==> src/hw/rtl/gpc_pkg.sv <==
package gpc_pkg;

  localparam logic [31:0] LN2_Q32      = 32'd2977044472;
  localparam logic [35:0] MZ_LIMIT     = 36'd2097152000;
  localparam logic [33:0] OFFSET_CAP   = 34'h2_0000_0000;
  localparam logic [19:0] RES_RESET    = 20'd60000;
  localparam logic [31:0] WIDTH_SQ_DIV = 32'd400;
  localparam logic [3:0]  EXP_TERMS    = 4'd12;
  localparam logic [4:0]  LOG_FRAC_TOP = 5'd25;
  localparam logic [6:0]  DIV_TOP_FULL = 7'd127;
  localparam logic [6:0]  DIV_TOP_EXP  = 7'd30;

  typedef struct packed {
    logic [31:0] point_mz;
    logic [31:0] point_intensity;
    logic        end_of_spectrum;
  } point_t;

  typedef struct packed {
    logic [30:0] centroid_mz;
    logic [31:0] centroid_intensity;
    logic        fit_rejected;
  } result_t;

  typedef struct packed {
    logic        start;
    logic [31:0] am;
    logic [31:0] ai;
    logic [31:0] bm;
    logic [31:0] bi;
  } fit_req_t;

  typedef struct packed {
    logic    idle;
    logic    valid;
    result_t data;
  } fit_rsp_t;

  typedef struct packed {
    logic         start;
    logic [127:0] num;
    logic [63:0]  den;
    logic [6:0]   top;
  } div_req_t;

  typedef struct packed {
    logic        done;
    logic [63:0] quot;
  } div_rsp_t;

endpackage

==> src/hw/rtl/gpc_div.sv <==
module gpc_div (
  input  logic             clk,
  input  logic             rst,
  input  gpc_pkg::div_req_t req,
  output gpc_pkg::div_rsp_t rsp
);

  logic [127:0] nsr;
  logic [63:0]  den;
  logic [63:0]  rem;
  logic [63:0]  quot;
  logic [6:0]   idx;
  logic         busy;
  logic         done;
  logic         sat;

  logic [64:0] remx;
  logic        ge;
  logic [64:0] diff;

  // restoring step, one quotient bit a cycle
  always_comb begin
    remx = {rem, nsr[127]};
    ge   = remx >= {1'b0, den};
    diff = remx - {1'b0, den};
  end

  always_ff @(posedge clk) begin
    if (rst) begin
      busy <= 1'b0;
      done <= 1'b0;
    end else begin
      done <= 1'b0;
      if (req.start) begin
        busy <= 1'b1;
        nsr  <= req.num;
        den  <= req.den;
        idx  <= req.top;
        rem  <= '0;
        quot <= '0;
        sat  <= 1'b0;
      end else if (busy) begin
        nsr  <= {nsr[126:0], 1'b0};
        rem  <= ge ? diff[63:0] : remx[63:0];
        quot <= {quot[62:0], ge};
        if (ge && idx[6]) begin
          sat <= 1'b1;
        end
        if (idx == 7'd0) begin
          busy <= 1'b0;
          done <= 1'b1;
        end else begin
          idx <= idx - 7'd1;
        end
      end
    end
  end

  assign rsp.done = done;
  assign rsp.quot = (sat || den == 64'd0) ? {64{1'b1}} : quot;

endmodule

==> config.mk <==
export PLATFORM = sky130hd
export DESIGN_NAME = gpc_div
export DESIGN_NICKNAME = d
export VERILOG_FILES = /design/src/hw/rtl/gpc_pkg.sv /design/src/hw/rtl/gpc_div.sv
export SDC_FILE = /design/constraint.sdc
export NUM_CORES = 1
export LEC_CHECK = 0
export ABC_AREA = 0
export BUFFER_PORTS_ARGS = -buffer_cell sky130_fd_sc_hd__buf_2
export CORE_MARGIN = 3
export CORE_UTILIZATION = 45
export DETAILED_ROUTE_END_ITERATION = 16
export GPL_TIMING_DRIVEN = 0
export PLACE_DENSITY = 0.65
export RECOVER_POWER = 25
export SLEW_MARGIN = 20
export SYNTH_ARGS = -nofsm -noshare
export SYNTH_HDL_FRONTEND = slang
export SYNTH_SLANG_ARGS = --single-unit
==> constraint.sdc <==
create_clock -name clk -period 9.7 [get_ports clk]
set_input_delay 0.485 -clock clk [delete_from_list [all_inputs] [get_ports clk]]
set_output_delay 0.485 -clock clk [all_outputs]
set_load 0.1 [all_outputs]
==> impl_metrics.tcl <==
set metrics [dict create \
    ys_top_cells_by_area "sky130_fd_sc_hd__edfxtp_1, sky130_fd_sc_hd__mux2_2, sky130_fd_sc_hd__ha_1" \
    run_status "complete, no violations" \
    layout_overhead_on_the_synthesized_area_pct 18.61 \
    reg2regPathDepth 12 \
    first_global_vias 12660 \
    relSlewSlack 0.1669 \
    postRouteAntennaNets 0 \
    p_leak_uw 0.008256 \
    floorplan.die.width_um 204.0 \
    synthesis.area_mm2 0.01764 \
    filler_cell_count 3369 \
    initial_antenna_violation_count 26 \
    drcViolationCount 0 \
    timing.final.hold_violations 0 \
    setup_violations 0 \
    gr-usage-met1 0.2735 \
    drt_iter0_drc 690 \
    unrepaired_setup_endpoints_after_global_routing "false" \
    timing.setup.critical_path_class "flop to output port" \
    grt_pass1_wl_um 68720 \
    synth_edf_count 328 \
    max_clock_freq_mhz 222.8 \
    synthCells 1484 \
    rows 71 \
    die_area_mm2 0.04161 \
    global_route.peak_usage_layer "met2" \
    timing.hold.worst.class "input pin to flop" \
    clock_tree_from_tritoncts "built" \
    place.detailed.hpwl_um 32810 \
    gp_routability_congestion 0.9037 \
    cts_made_buffers 37 \
    yosysWarnings 0 \
    io_pins 267 \
    smallest_hold_slack_ns 0.1026 \
    final_layout_size_suffix_gt1_frac 0.2991 \
    postCtsSetupBuffers 0 \
    netlist.area_leader.share 0.5584 \
    net_count_synth 1753 \
    ctsHtreeMaxLevel 2 \
    min_delay_path_depth 1 \
    number_of_instances_resized_during_post_cts_repair 0 \
    grt_max_degree 103 \
    synth_top_area_cell "sky130_fd_sc_hd__edfxtp_1" \
    max_capacitance_violation_total 0 \
    clock_sinks 330 \
    type_of_origin_of_the_critical_path "flop" \
    synth_cell_types 71 \
    arrival_time_at_the_worst_endpoint_ns 4.00 \
    power_density_mw_per_mm2 194.4 \
    root_buffer "sky130_fd_sc_hd__clkbuf_16" \
    worstPathMaxFanout 10 \
    holdBufCountCts 0 \
    worst-r2r-setup-slack_ns 5.90 \
    postRouteWirelength_um 44270 \
    chipHeight_um 204.0 \
    port_buffers 265 \
    yosys.cell_count.top_type "sky130_fd_sc_hd__edfxtp_1" \
    critical_path.reg2reg.startpoint "den[0]" \
    initial_utilization 0.4628 \
    tightestPinTransition_ns 1.255 \
    endpoint_kind "output port" \
    finalWorstPathRequiredPeriod_ns 4.487 \
    route.detailed.vias_per_inst 5.357 \
    min_from "req[17]" \
    routed_wire_length_per_instance_um 18.95 \
    synthesis.area_per_instance_um2 11.89 \
    drt_pass1_iterations 5 \
    synth_top_flop_cell "sky130_fd_sc_hd__edfxtp_1" \
    placeableCoreArea_mm2 0.03811 \
    timing.clock.skew_ns 0.02067 \
    gr-usage-met2 0.3377 \
    irDropWorstVdd_mv 0.1314 \
    clkLatencyLatePin_ns 0.55 \
    clk_path_buf_depth 3 \
    regToRegEndpoint "rem[60]" \
    synth.yosys.seq_area_share 0.5607 \
    ys_top_cells_by_count "sky130_fd_sc_hd__edfxtp_1, sky130_fd_sc_hd__mux2_2, sky130_fd_sc_hd__nor2_1" \
    clk_transition_reported_paths_ns 0.06 \
    setup_total_negative_slack_ns 0 \
    timing.final.max_slew_violations 0 \
    finalCritPeriodShare 0.4626 \
    critical_path_required_ns 9.22 \
    routed-via-count 12520 \
    nNetsFinal 2061 \
    groute.usage.overall 0.2103 \
    synth-seq-cells 330 \
    gr-usage-met3 0.07390 \
    async_reset_ff_frac 0 \
    worst_hold_path_ep "den[10]" \
    global_route.overflow_total 0 \
]
==> worst max-delay path, stage by stage, from the launching register on <==
cell and delay (ns):
sky130_fd_sc_hd__edfxtp_1 0.39, sky130_fd_sc_hd__nor4_1 0.69, sky130_fd_sc_hd__nand4_1 0.46, sky130_fd_sc_hd__o41ai_2 0.71, sky130_fd_sc_hd__buf_2 0.32, sky130_fd_sc_hd__clkbuf_1 0.26, sky130_fd_sc_hd__or2_2 0.18, sky130_fd_sc_hd__buf_2 0.42
==> flip-flops by register name, indices dropped and copies added (netlist names) <==
register / count
idx: 7
quot: 64
nsr: 128
den: 64
done: 1
sat: 1
rem: 64
busy: 1
==> layout by cell type, fill, tap and decap left out, drive strengths merged, types with 4 or more instances in the layout <==
cell type,count
o21a,6
o21bai,10
o211ai,4
and3,5
edfxtp,328
or3,4
mux2i,40
a21o,23
nand2b,7
clkbuf,99
inv,85
clkinv,17
nand3,17
diode,6
or2,66
a21oi,96
mux2,128
a2111oi,4
o2111ai,5
nand4,27
nor4,21
a211oi,16
nor2b,68
xor2,21
bufinv,4
nor2,120
a31oi,5
nor3,15
nand2,80
a21boi,4
xnor2,38
and2,6
ha,66
o21ai,64
buf,285
==> routing by layer <==
metal | vias up | wire length [um]
li1 | 6046 | -
met3 | 90 | 3623
met4 | 40 | 890
met2 | 339 | 20600
met5 | - | 231
met1 | 6000 | 18920
==> worst max-delay path by stage <==
stage | startpoint | slack, ns | cells after the start | end
after floorplan | req[199] | 2.86 | 5 | nsr[0]
after global placement | req[199] | 0.25 | 5 | nsr[41]
after detailed placement | den[17] | 5.73 | 7 | rsp[45]
after CTS | den[17] | 5.12 | 7 | rsp[45]
after global routing | den[17] | 5.02 | 7 | rsp[22]
final | den[17] | 5.21 | 7 | rsp[45]
==> stage by stage <==
stage            util  cell area [um^2]  std cells  worst slack [ns]  total power [uW]
3_3_place_gp   0.5144             19600       2260            0.2504              2687
2_1_floorplan       -             17640       1484             2.865              2467
3_5_place_dp   0.5170             19700       2264             5.735              2684
5_1_grt        0.5487             20910       2332             5.025              4266
4_1_cts        0.5487             20910       2330             5.118              4111
6_report       0.5490             20920       2336             5.213              4067
==> cell families after synthesis <==
logic type	Yosys count	share of synthesized area
xor gates and xnor gates	59	0.02930
buffers and inverters	157	0.03582
DFF	330	0.5607
adders and majority gates	67	0.04795
and+or+nand+nor	443	0.1281
AOI/OAI and AO/OA	260	0.09371
muxes	168	0.1044
==> report_power, final <==
group / internal (uW) / switching, uW / leakage, uW
Sequential: 1710 / 50.5 / 0.00317
Combinational: 335 / 566 / 0.00450
Clock: 834 / 572 / 0.000590
==> final cells by class <==
| cell class | instances | area, um^2 | share of cell area |
|---|---|---|---|
| diodes | 6 | 15.01 | 0.0007177 |
| clock buffers | 44 | 983.4 | 0.04701 |
| well taps | 511 | 639.4 | 0.03056 |
| plain buffers | 71 | 309.0 | 0.01477 |
| inverters | 86 | 331.6 | 0.01585 |
| repair buffers | 269 | 1403 | 0.06704 |
| flip-flops and latches | 330 | 9889 | 0.4727 |
| multi-input cells | 997 | 7124 | 0.3405 |
| clock inverters | 22 | 226.5 | 0.01082 |
No activity file was read; power rests on OpenSTA's default activity.
